File: config.mk
export PLATFORM = sky130hd
export DESIGN_NAME = servo_angle_pwm_generator
export DESIGN_NICKNAME = d
export VERILOG_FILES = /design/src/rtl/core/servo_pwm_pkg.sv /design/src/rtl/core/servo_angle_pwm_generator.sv
export SDC_FILE = /design/constraint.sdc
export NUM_CORES = 1
export LEC_CHECK = 0
export BUFFER_PORTS_ARGS = -buffer_cell sky130_fd_sc_hd__buf_2
export CAP_MARGIN = 20
export CORE_ASPECT_RATIO = 0.7
export CORE_UTILIZATION = 55
export DETAILED_ROUTE_END_ITERATION = 8
export PLACE_DENSITY_LB_ADDON = 0.3
export SLEW_MARGIN = 40
export SYNTH_ARGS = -nofsm -noshare
export SYNTH_HDL_FRONTEND = slang
export SYNTH_SLANG_ARGS = --single-unit
export TNS_END_PERCENT = 50
File: constraint.sdc
create_clock -name clk -period 4.3 [get_ports clk]
set_input_delay 0.43 -clock clk [delete_from_list [all_inputs] [get_ports clk]]
set_output_delay 0.43 -clock clk [all_outputs]
set_load 0.01 [all_outputs]
File: src/rtl/core/servo_pwm_pkg.sv
// types and constants of the servo pwm generator
`default_nettype none

package servo_pwm_pkg;

    // width of angles, pulse widths, periods and compare values
    localparam int VAL_W = 16;

    // default width of the period counter
    localparam int COUNT_BITS_DEF = 16;

    // configuration register indexes
    localparam int REG_IDX_W = 3;
    localparam logic [REG_IDX_W-1:0] REG_MIN_ANGLE    = 3'd0;
    localparam logic [REG_IDX_W-1:0] REG_MAX_ANGLE    = 3'd1;
    localparam logic [REG_IDX_W-1:0] REG_MIN_PULSE_US = 3'd2;
    localparam logic [REG_IDX_W-1:0] REG_MAX_PULSE_US = 3'd3;
    localparam logic [REG_IDX_W-1:0] REG_PERIOD_US    = 3'd4;
    localparam logic [REG_IDX_W-1:0] REG_PERIOD_TOP   = 3'd5;

    // configuration reset values
    localparam logic signed [VAL_W-1:0] MIN_ANGLE_RST    = 16'sd0;
    localparam logic signed [VAL_W-1:0] MAX_ANGLE_RST    = 16'sd180;
    localparam logic        [VAL_W-1:0] MIN_PULSE_US_RST = 16'd544;
    localparam logic        [VAL_W-1:0] MAX_PULSE_US_RST = 16'd2400;
    localparam logic        [VAL_W-1:0] PERIOD_US_RST    = 16'd20000;
    localparam logic        [VAL_W-1:0] PERIOD_TOP_RST   = 16'd64615;

    // held angle while output is off
    localparam logic signed [VAL_W-1:0] ANGLE_OFF = -16'sd1;

    // item opcodes
    typedef enum logic [1:0] {
        OP_TICK   = 2'd0,
        OP_SET    = 2'd1,
        OP_DETACH = 2'd2
    } op_t;

endpackage

`default_nettype wire

File: src/rtl/core/servo_angle_pwm_generator.sv
// servo pin pwm generator with a digit-serial angle-to-compare converter
// tick, detach and unused-opcode items give their result in the cycle after acceptance
// a set-angle item goes through setup, the shared shift-add multiplier (1 bit per cycle),
//   the shared restoring divider (1 bit per cycle), both again, then a finish state
// throughput: one tick item per cycle while results are taken; a set-angle item blocks new items until it commits
// reset (async, active low): registers to defaults, counter 0, output off, pin low, angle -1
`default_nettype none

module servo_angle_pwm_generator #(
    parameter int COUNT_BITS = servo_pwm_pkg::COUNT_BITS_DEF
) (
    input  wire logic                                     clk,
    input  wire logic                                     rst_n,
    // configuration write port
    input  wire logic                                     cfg_we,
    input  wire logic [servo_pwm_pkg::REG_IDX_W-1:0]      cfg_index,
    input  wire logic [servo_pwm_pkg::VAL_W-1:0]          cfg_data,
    // input channel
    input  wire logic                                     in_valid,
    output      logic                                     in_stall,
    input  wire logic [1:0]                               opcode,
    input  wire logic signed [servo_pwm_pkg::VAL_W-1:0]   angle_value,
    // output channel
    output      logic                                     out_valid,
    input  wire logic                                     out_stall,
    output      logic                                     pin_level,
    output      logic signed [servo_pwm_pkg::VAL_W-1:0]   current_angle,
    output      logic [servo_pwm_pkg::VAL_W-1:0]          compare_value,
    output      logic                                     output_enabled
);
    import servo_pwm_pkg::*;

    // compare width covering both the counter and period_top
    localparam int CW = (COUNT_BITS > VAL_W) ? COUNT_BITS : VAL_W;
    // last step index of the serial multiplier and divider
    localparam logic [4:0] MUL_LAST = 5'(VAL_W - 1);
    localparam logic [4:0] DIV_LAST = 5'(2 * VAL_W - 1);

    typedef enum logic [2:0] {
        S_IDLE,
        S_SETUP,
        S_MUL1,
        S_DIV1,
        S_US,
        S_MUL2,
        S_DIV2,
        S_FINISH
    } state_t;

    // configuration registers
    logic signed [VAL_W-1:0] min_angle_reg;
    logic signed [VAL_W-1:0] max_angle_reg;
    logic [VAL_W-1:0]        min_pulse_us_reg;
    logic [VAL_W-1:0]        max_pulse_us_reg;
    logic [VAL_W-1:0]        period_us_reg;
    logic [VAL_W-1:0]        period_top_reg;

    // control and architectural state
    state_t                  state_reg, state_next;
    logic [4:0]              cnt_reg, cnt_next;
    logic [COUNT_BITS-1:0]   tick_count_reg, tick_count_next;
    logic [VAL_W-1:0]        pulse_compare_reg, pulse_compare_next;
    logic signed [VAL_W-1:0] held_angle_reg, held_angle_next;
    logic                    pin_reg, pin_next;
    logic                    enabled_reg, enabled_next;
    logic                    out_valid_reg, out_valid_next;

    // serial datapath
    logic signed [VAL_W-1:0] clamp_reg, clamp_next;
    logic [2*VAL_W-1:0]      shift_reg, shift_next;
    logic [VAL_W-1:0]        rem_reg, rem_next;
    logic [VAL_W-1:0]        mcand_reg, mcand_next;
    logic [VAL_W-1:0]        dr_mag_reg, dr_mag_next;
    logic                    neg_reg, neg_next;
    logic                    range_eq_reg, range_eq_next;

    logic                    in_acc;
    logic                    out_busy;

    // tick arithmetic
    logic [COUNT_BITS-1:0]   tick_adv;
    logic                    match_cmp;
    logic                    match_top;

    // clamp and range differences
    logic signed [VAL_W-1:0] angle_clamped;
    logic [VAL_W:0]          da, da_neg, dp, dp_neg, dr, dr_neg;

    // one multiplier step
    logic [VAL_W:0]          mul_sum;
    logic [2*VAL_W-1:0]      mul_shift;

    // one divider step
    logic [VAL_W-1:0]        divisor;
    logic [VAL_W+1:0]        div_diff;
    logic                    div_ge;
    logic [VAL_W-1:0]        div_rem;
    logic [2*VAL_W-1:0]      div_shift;

    // pulse width and final compare value
    logic [VAL_W-1:0]        q_lo, q_signed, pulse_us;
    logic [VAL_W-1:0]        cmp_val;

    assign out_busy  = out_valid_reg && out_stall;
    assign in_stall  = (state_reg != S_IDLE) || out_busy;
    assign in_acc    = in_valid && !in_stall;

    // the state registers are the result item; it is held while the item waits
    assign out_valid      = out_valid_reg;
    assign pin_level      = pin_reg;
    assign current_angle  = held_angle_reg;
    assign compare_value  = pulse_compare_reg;
    assign output_enabled = enabled_reg;

    // counter advance: back to zero at or past the top, else count up (wraps at COUNT_BITS)
    always_comb
    begin
        if (CW'(tick_count_reg) >= CW'(period_top_reg))
        begin
            tick_adv = '0;
        end
        else
        begin
            tick_adv = tick_count_reg + COUNT_BITS'(1);
        end
        match_cmp = (CW'(tick_adv) == CW'(pulse_compare_reg));
        match_top = (CW'(tick_adv) == CW'(period_top_reg));
    end

    // clamp tests the floor first, so an inverted range still ends at a bound
    always_comb
    begin
        if (angle_value < min_angle_reg)
        begin
            angle_clamped = min_angle_reg;
        end
        else if (angle_value > max_angle_reg)
        begin
            angle_clamped = max_angle_reg;
        end
        else
        begin
            angle_clamped = angle_value;
        end
    end

    // signed differences of the first linear map, taken apart into sign and magnitude
    assign da     = {clamp_reg[VAL_W-1], clamp_reg} - {min_angle_reg[VAL_W-1], min_angle_reg};
    assign dp     = {1'b0, max_pulse_us_reg} - {1'b0, min_pulse_us_reg};
    assign dr     = {max_angle_reg[VAL_W-1], max_angle_reg}
                  - {min_angle_reg[VAL_W-1], min_angle_reg};
    assign da_neg = ~da + (VAL_W+1)'(1);
    assign dp_neg = ~dp + (VAL_W+1)'(1);
    assign dr_neg = ~dr + (VAL_W+1)'(1);

    // shift-add multiplier: add the multiplicand on a set low bit, shift right
    assign mul_sum   = {1'b0, shift_reg[2*VAL_W-1:VAL_W]}
                     + (shift_reg[0] ? {1'b0, mcand_reg} : '0);
    assign mul_shift = {mul_sum, shift_reg[VAL_W-1:1]};

    // restoring divider: dividend shifts out the top, quotient bits shift in below
    assign divisor   = (state_reg == S_DIV1) ? dr_mag_reg : period_us_reg;
    assign div_diff  = {1'b0, rem_reg, shift_reg[2*VAL_W-1]} - {2'b00, divisor};
    assign div_ge    = !div_diff[VAL_W+1];
    assign div_rem   = div_ge ? div_diff[VAL_W-1:0] : {rem_reg[VAL_W-2:0], shift_reg[2*VAL_W-1]};
    assign div_shift = {shift_reg[2*VAL_W-2:0], div_ge};

    // pulse width: quotient takes the sign of product over range,
    // equal range gives the minimum pulse
    assign q_lo     = shift_reg[VAL_W-1:0];
    assign q_signed = neg_reg ? (~q_lo + VAL_W'(1)) : q_lo;
    assign pulse_us = range_eq_reg ? min_pulse_us_reg : (min_pulse_us_reg + q_signed);

    // zero period gives a zero compare value
    assign cmp_val  = (period_us_reg == '0) ? '0 : shift_reg[VAL_W-1:0];

    always_comb
    begin
        state_next         = state_reg;
        cnt_next           = cnt_reg;
        tick_count_next    = tick_count_reg;
        pulse_compare_next = pulse_compare_reg;
        held_angle_next    = held_angle_reg;
        pin_next           = pin_reg;
        enabled_next       = enabled_reg;
        out_valid_next     = out_busy;

        clamp_next    = clamp_reg;
        shift_next    = shift_reg;
        rem_next      = rem_reg;
        mcand_next    = mcand_reg;
        dr_mag_next   = dr_mag_reg;
        neg_next      = neg_reg;
        range_eq_next = range_eq_reg;

        case (state_reg)
            S_IDLE:
            begin
                if (in_acc)
                begin
                    case (opcode)
                        OP_TICK:
                        begin
                            tick_count_next = tick_adv;
                            if (enabled_reg)
                            begin
                                // period end wins over pulse end on the same tick
                                if (match_top)
                                begin
                                    pin_next = 1'b1;
                                end
                                else if (match_cmp)
                                begin
                                    pin_next = 1'b0;
                                end
                            end
                            out_valid_next = 1'b1;
                        end
                        OP_SET:
                        begin
                            clamp_next = angle_clamped;
                            state_next = S_SETUP;
                        end
                        OP_DETACH:
                        begin
                            pulse_compare_next = '0;
                            enabled_next       = 1'b0;
                            pin_next           = 1'b0;
                            held_angle_next    = ANGLE_OFF;
                            out_valid_next     = 1'b1;
                        end
                        default:
                        begin
                            // unused opcode only reports the current state
                            out_valid_next = 1'b1;
                        end
                    endcase
                end
            end
            S_SETUP:
            begin
                // |angle - floor| * |pulse span|, sign of the whole quotient kept aside
                mcand_next    = dp[VAL_W] ? dp_neg[VAL_W-1:0] : dp[VAL_W-1:0];
                shift_next    = {{VAL_W{1'b0}}, (da[VAL_W] ? da_neg[VAL_W-1:0] : da[VAL_W-1:0])};
                dr_mag_next   = dr[VAL_W] ? dr_neg[VAL_W-1:0] : dr[VAL_W-1:0];
                neg_next      = da[VAL_W] ^ dp[VAL_W] ^ dr[VAL_W];
                range_eq_next = (max_angle_reg == min_angle_reg);
                cnt_next      = '0;
                state_next    = S_MUL1;
            end
            S_MUL1, S_MUL2:
            begin
                shift_next = mul_shift;
                cnt_next   = cnt_reg + 5'd1;
                if (cnt_reg == MUL_LAST)
                begin
                    rem_next   = '0;
                    cnt_next   = '0;
                    state_next = (state_reg == S_MUL1) ? S_DIV1 : S_DIV2;
                end
            end
            S_DIV1:
            begin
                shift_next = div_shift;
                rem_next   = div_rem;
                cnt_next   = cnt_reg + 5'd1;
                if (cnt_reg == DIV_LAST)
                begin
                    state_next = S_US;
                end
            end
            S_US:
            begin
                // pulse width times period_top
                mcand_next = period_top_reg;
                shift_next = {{VAL_W{1'b0}}, pulse_us};
                cnt_next   = '0;
                state_next = S_MUL2;
            end
            S_DIV2:
            begin
                shift_next = div_shift;
                rem_next   = div_rem;
                cnt_next   = cnt_reg + 5'd1;
                if (cnt_reg == DIV_LAST)
                begin
                    state_next = S_FINISH;
                end
            end
            S_FINISH:
            begin
                // commit only once the previous item has left the output
                if (!out_busy)
                begin
                    if (cmp_val != '0)
                    begin
                        pulse_compare_next = cmp_val;
                        enabled_next       = 1'b1;
                        held_angle_next    = clamp_reg;
                    end
                    else
                    begin
                        pulse_compare_next = '0;
                        enabled_next       = 1'b0;
                        pin_next           = 1'b0;
                        held_angle_next    = ANGLE_OFF;
                    end
                    out_valid_next = 1'b1;
                    state_next     = S_IDLE;
                end
            end
            default:
            begin
                state_next = S_IDLE;
            end
        endcase
    end

    // configuration registers
    always_ff @(posedge clk or negedge rst_n)
    begin
        if (!rst_n)
        begin
            min_angle_reg    <= MIN_ANGLE_RST;
            max_angle_reg    <= MAX_ANGLE_RST;
            min_pulse_us_reg <= MIN_PULSE_US_RST;
            max_pulse_us_reg <= MAX_PULSE_US_RST;
            period_us_reg    <= PERIOD_US_RST;
            period_top_reg   <= PERIOD_TOP_RST;
        end
        else if (cfg_we)
        begin
            case (cfg_index)
                REG_MIN_ANGLE:    min_angle_reg    <= cfg_data;
                REG_MAX_ANGLE:    max_angle_reg    <= cfg_data;
                REG_MIN_PULSE_US: min_pulse_us_reg <= cfg_data;
                REG_MAX_PULSE_US: max_pulse_us_reg <= cfg_data;
                REG_PERIOD_US:    period_us_reg    <= cfg_data;
                REG_PERIOD_TOP:   period_top_reg   <= cfg_data;
                default:
                begin
                end
            endcase
        end
    end

    // state machine, counter and result registers
    always_ff @(posedge clk or negedge rst_n)
    begin
        if (!rst_n)
        begin
            state_reg         <= S_IDLE;
            cnt_reg           <= '0;
            tick_count_reg    <= '0;
            pulse_compare_reg <= '0;
            held_angle_reg    <= ANGLE_OFF;
            pin_reg           <= 1'b0;
            enabled_reg       <= 1'b0;
            out_valid_reg     <= 1'b0;
        end
        else
        begin
            state_reg         <= state_next;
            cnt_reg           <= cnt_next;
            tick_count_reg    <= tick_count_next;
            pulse_compare_reg <= pulse_compare_next;
            held_angle_reg    <= held_angle_next;
            pin_reg           <= pin_next;
            enabled_reg       <= enabled_next;
            out_valid_reg     <= out_valid_next;
        end
    end

    // serial datapath
    always_ff @(posedge clk)
    begin
        clamp_reg    <= clamp_next;
        shift_reg    <= shift_next;
        rem_reg      <= rem_next;
        mcand_reg    <= mcand_next;
        dr_mag_reg   <= dr_mag_next;
        neg_reg      <= neg_next;
        range_eq_reg <= range_eq_next;
    end

endmodule

`default_nettype wire

Yosys cells after proc, flatten, opt, wreduce, memory -nomap -nowiden

Cells that the tools add are included.
W data, S select, Z words.

Register bits after elaboration: 253
Bits in latches: 0
RAM bits: 0
ROM bits: 0
Input bits: 42
Logic and storage cells: 155
Memories kept: 0

Add/sub/neg operators: 12
Multiply operators: 0
Div/mod/pow operators: 0
Magnitude comparators: 3
Eq/ne operators: 30
Shift-type cells: 0
Multiplexer cells: 52
Bitwise gates (word level): 6
Reduce and logical (&&, ||, !) cells: 31

Operator list:

| operator                | number |
|---|---|
| $mux W16                | 21 |
| $pmux W16 S2            | 4 |
| $pmux W32 S4            | 1 |
| $add A16 B1 Y16 const B | 5 |
| $not A16 Y16            | 4 |
| $sub A16 B16 Y17        | 3 |
| $eq A16 B16 Y1          | 3 |
| $mux W3                 | 7 |
| $pmux W3 S7             | 1 |
| $eq A3 B3 Y1 const B    | 6 |
| $sub A17 B16 Y18        | 1 |
| $add A16 B16 Y17        | 1 |
| $add A16 B16 Y16        | 1 |
| $ge A16 B16 Y1          | 1 |
| $gt A16 B16 Y1          | 1 |
| $logic_not A16 Y1       | 1 |
| $lt A16 B16 Y1          | 1 |
| $reduce_bool A16 Y1     | 1 |
| $pmux W5 S3             | 1 |
| $reduce_and A2 Y1       | 7 |
| $eq A3 B2 Y1 const B    | 4 |
| $mux W1                 | 12 |
| $ne A2 B2 Y1 const B    | 5 |
| $pmux W1 S2             | 4 |
| other kinds (25)        | 38 |

Logic depth before layout (Yosys ltp)

Word-level depth: 9
Mapped depth: 17
Depth with buffers taken out: 15

Worst setup path after synthesis

No wires, ideal clock.

Path type: reg2reg
Start point: reg shift_reg[3]
End point: reg shift_reg[15], data pin
Setup time: 0.145 ns
Data arrival time: 3.571 ns
Required time: 4.155 ns
Setup slack: 0.584 ns
Stages on the path, launching flop included: 17
Path buffers: 1
Clock period less this slack: 3.716 ns
Path through: edfxtp_1 buf_6 or4_4 nor3_4 nand2_1 or2_2 o21ai_0 xnor2_1 ha_1 and4_1 o211ai_1 a31oi_1 o41ai_1 xnor2_1 or4_1 and3_1 o21ai_1

Cells in the longest elaborated chain, start to end: 6

RTL lines:

| element                | RTL line                         | RTL |
|---|---|---|
| from (decl)            | servo_angle_pwm_generator.sv:70  | `logic [2*VAL_W-1:0] shift_reg, shift_next;` |
| from (signal assigned) | servo_angle_pwm_generator.sv:378 | `shift_reg <= shift_next;` |
| $not A16 Y16           | servo_angle_pwm_generator.sv:171 | `assign q_signed = neg_reg ? (~q_lo + VAL_W'(1)) : q_lo;` |
| $add A16 B1 Y16        | servo_angle_pwm_generator.sv:171 |  |
| $mux W16 *             | servo_angle_pwm_generator.sv:171 |  |
| $add A16 B16 Y16 *     | servo_angle_pwm_generator.sv:172 | `assign pulse_us = range_eq_reg ? min_pulse_us_reg : (min_pulse_us_reg + q_signed);` |
| $mux W16 *             | servo_angle_pwm_generator.sv:172 |  |
| $pmux W32 S4 *         | servo_angle_pwm_generator.sv:196 | `case (state_reg)` |
| net shift_next[15]     | servo_angle_pwm_generator.sv:70  |  |

Mark *: on every way through the listed nets, which the timed path passes. The rest lies on a longest branch.
A chain may end at the register's enable or synchronous reset.

Worst setup path in the final report

Start point: reg shift_reg[4]
End point: reg shift_reg[15], data pin

Same word-level chain as after synthesis.

==> impl_metrics.csv <==
group,metric,value,unit
run_status,status,"complete, no violations",
placed_design,place_inst,2627,
clock_tree,clockBufferDepth,3,
drt,drc,0,
floorplan,fp-row-count,57,
timing,setup_ws,0.292,ns
clock_tree,ctsResizeCount,0,
power_and_ir_drop,p_leak,9.02,nW
synthesis,syn_inst,2138,
placed_design,dp_slack,0.387,ns
timing,fmax,250,MHz
clock_tree,clock-sinks,253,
synthesis,synth.distinct_cells,88,
layout,largest_reg_flops,32,
synthesis,ys_seq_area_frac,0.355,
floorplan,fp.dieW,226,µm
synthesis,syn_nets,2337,
power_and_ir_drop,seqPwrFrac,0.297,
timing,worst_slew_pin_slew,0.845,ns
global_routing,grt_pass1_vias,16000,
setup_path,crit_slowest_cell,"or4_4",
global_routing,grt-ovfl-total,0,
clock_tree,insertion_delay,0.57,ns
setup_path,crit_chain,"or4_4 > nor3_4 > nand2_1 > or2_2 > o21ai_0 > xnor2_1 > ha_1 > and4_1 > o211ai_1 > a31oi_1 > o41ai_1 > xnor2_1 > or4_1 > and3_1 > o21ai_1",
timing,clock_skew,0.0133,ns
power_and_ir_drop,swShare,0.417,
timing,fin_setup_tns,0,ns
timing,slew_headroom,0.433,
setup_path,crit_arrival,4.43,ns
power_and_ir_drop,p_sw,4.85,mW
synthesis,synth_top_area_frac,0.152,
timing,rsz0062_at_grt,"no",
synthesis,synthArstFlopShare,0.613,
drt,drt_pass1_iterations,6,
floorplan,dieArea,0.0359,mm²
clock_tree,cts_made_buffers,28,
setup_path,path_common_cell,"xnor2_1",
drt,viasPerCell,6.36,
synthesis,ys_warn_count,0,
drt,drt_iter0_drc,2108,
global_routing,grt_pass1_wl,91000,µm
global_routing,grt_max_degree,77,
timing,maxSlewViolCount,0,
power_and_ir_drop,ir_drop,312,µV
global_routing,antenna_found_initial,4,
layout,nNetsFinal,2386,
floorplan,io_pins,78,
timing,period_needed,4.01,ns
power_and_ir_drop,powerDensity,545,mW/mm²
placed_design,gp_congestion,1.01,
drt,wire_per_inst,21.8,µm
flow_run,max_cap_viol_count,0,
setup_path,max_stage_delay,0.56,ns
synthesis,synth_top_area_cell,"edfxtp_1",
timing,fin_crit_sh,0.932,
layout,layout-drive-gt1-share,0.141,
synthesis,synthTopCellsByArea,"edfxtp_1 15%, dfrtp_1 15%, ha_1 9.8%, dfstp_2 5.7%, xnor2_1 4.8%",
synthesis,synth_most_common_cell,"nand2_1",
setup_path,startpoint_type,"flip-flop",
placed_design,port_buffers,77,
setup_path,crit_type,"reg2reg",
floorplan,core,0.0347,mm²
global_routing,track_usage,0.326,
floorplan,start_util,0.558,
setup_path,required,4.72,ns
placed_design,place_hpwl,44700,µm
synthesis,synth_common_cells,"191 x nand2_1, 164 x o21ai_0, 151 x ha_1",
setup_path,cp-end-kind,"flip-flop",
layout,nFillCells,3003,
floorplan,die_h,159,µm
power_and_ir_drop,p_clk_frac,0.220,
synthesis,syn_area,0.0193,mm²
power_and_ir_drop,p_int,6.78,mW
synthesis,syn_area_per_cell,9.05,µm²
clock_tree,cts.clk_slew.worst_paths,0.07,ns
timing,hold_violations,0,
power_and_ir_drop,power.share.combinational,0.483,
drt,wirelength,58600,µm
drt,num_vias,17100,
clock_tree,htreeDepth,1,
layout,instances_no_fill,2683,
hold_path,hp-class,"in2reg",
synthesis,ys.flop_type,"dfrtp_1",
timing,setup_viol,0,
setup_path,path_max_fanout,6,
synthesis,ys_ff_latch,253,
layout,final_util,0.615,
clock_tree,cts_root_buffer,"clkbuf_16",
layout,area_growth,10.2,%
drt,detail-route-antenna-nets,0,
clock_tree,cts_tree,"yes",
synthesis,synth_edf_count,98,
==> power by group through the flow <==
stage / Combinational (mW) / Clock, mW / Sequential [mW]
3_3_place_gp: 5.28 / 0 / 3.46
3_5_place_dp: 5.44 / 0 / 3.48
2_1_floorplan: 4.18 / 0 / 3.27
4_1_cts: 5.49 / 2.59 / 3.44
6_report: 5.62 / 2.56 / 3.45
5_1_grt: 6.16 / 2.68 / 3.49
==> cell type report <==
cell class	count	area, µm²	share of cell area
Sequential cell	253	6870	0.322
Antenna cell	2	5.00	0.000235
Timing Repair Buffer	117	701	0.0329
Inverter	125	469	0.0220
Clock buffer	31	753	0.0353
Multi-Input combinational cell	1662	11700	0.549
Clock inverter	21	223	0.0104
Tap cell	472	591	0.0277
==> worst max-delay path: cells and delay by family, from the launching register on <==
family / cells / cell delay (ns)
AOI/OAI and AO/OA: 5 / 0.89
xor gates and xnor gates: 2 / 0.30
adders and majority gates: 1 / 0.28
DFF: 1 / 0.48
and+or+nand+nor: 7 / 1.92
==> path summary, 6_finish.rpt <==
kind                                        startpoint                         endpoint  slack [ns]  cells after the start
worst max-delay path            shift_reg[4]$_DFFE_PP_          shift_reg[15]$_DFFE_PP_        0.29                     15
worst min-delay path                          in_valid              out_valid$_DFF_PN0_        0.16                      3
worst max register to register  shift_reg[4]$_DFFE_PP_          shift_reg[15]$_DFFE_PP_        0.29                     15
worst min register to register  clamp_reg[5]$_DFFE_PP_     current_angle[5]$_DFFE_PN1P_        0.51                      1
max in group asynchronous                        rst_n  min_pulse_us_reg[0]$_DFFE_PN0P_        2.80                      3
min in group asynchronous                        rst_n    tick_count_reg[9]$_DFFE_PN0P_        0.47                      2
==> placed cells by master, fill, tap and decap left out, types with 32 or more instances in the layout <==
cell      netlist  layout
mux2_2         56      56
buf_2           6      76
nor3_1         69      65
xor2_1         52      52
a21oi_1       130     129
a21o_1         34      34
inv_1         125     125
nor2_1        109     107
edfxtp_1       98      98
a31oi_1        42      42
ha_1          151     151
buf_4           2      38
nand2_1       191     191
dfrtp_1       113     113
or3_1          32      32
dfstp_2        42      42
nand3_1        53      53
xnor2_1       105     104
o21ai_0       164     162
==> through the flow <==
step	cell area [µm²]	hold WS, ns	power (mW)
6_report	21300	0.159	11.6
4_1_cts	21300	0.141	11.5
3_5_place_dp	20300	0.495	8.92
5_1_grt	21300	0.175	12.3
3_3_place_gp	20300	0.480	8.74
2_1_floorplan	19300	0.134	7.46
==> repair_timing <==
action / in CTS / in global routing
endpoints found under the hold margin: 48 / 0
hold buffers: 1 / 0
buffers inserted: 0 / 0
==> routing by layer <==
metal,vias to the layer above,global-route usage,share of wire
met5,-,0.0134,0.00080
met4,2,0.0777,0.024
met3,96,0.0968,0.12
met2,780,0.454,0.41
met1,8175,0.491,0.45
li1,7999,-,-
==> logic make-up after synthesis <==
group	count (synthesis)	share of synthesized area
adders and majority gates	157	0.104
DFF	253	0.355
xor gates and xnor gates	157	0.0711
AOI/OAI and AO/OA	625	0.211
buffers and inverters	223	0.0448
and+or+nand+nor	642	0.169
muxes	81	0.0455
No activity file was read; power rests on OpenSTA's default activity.
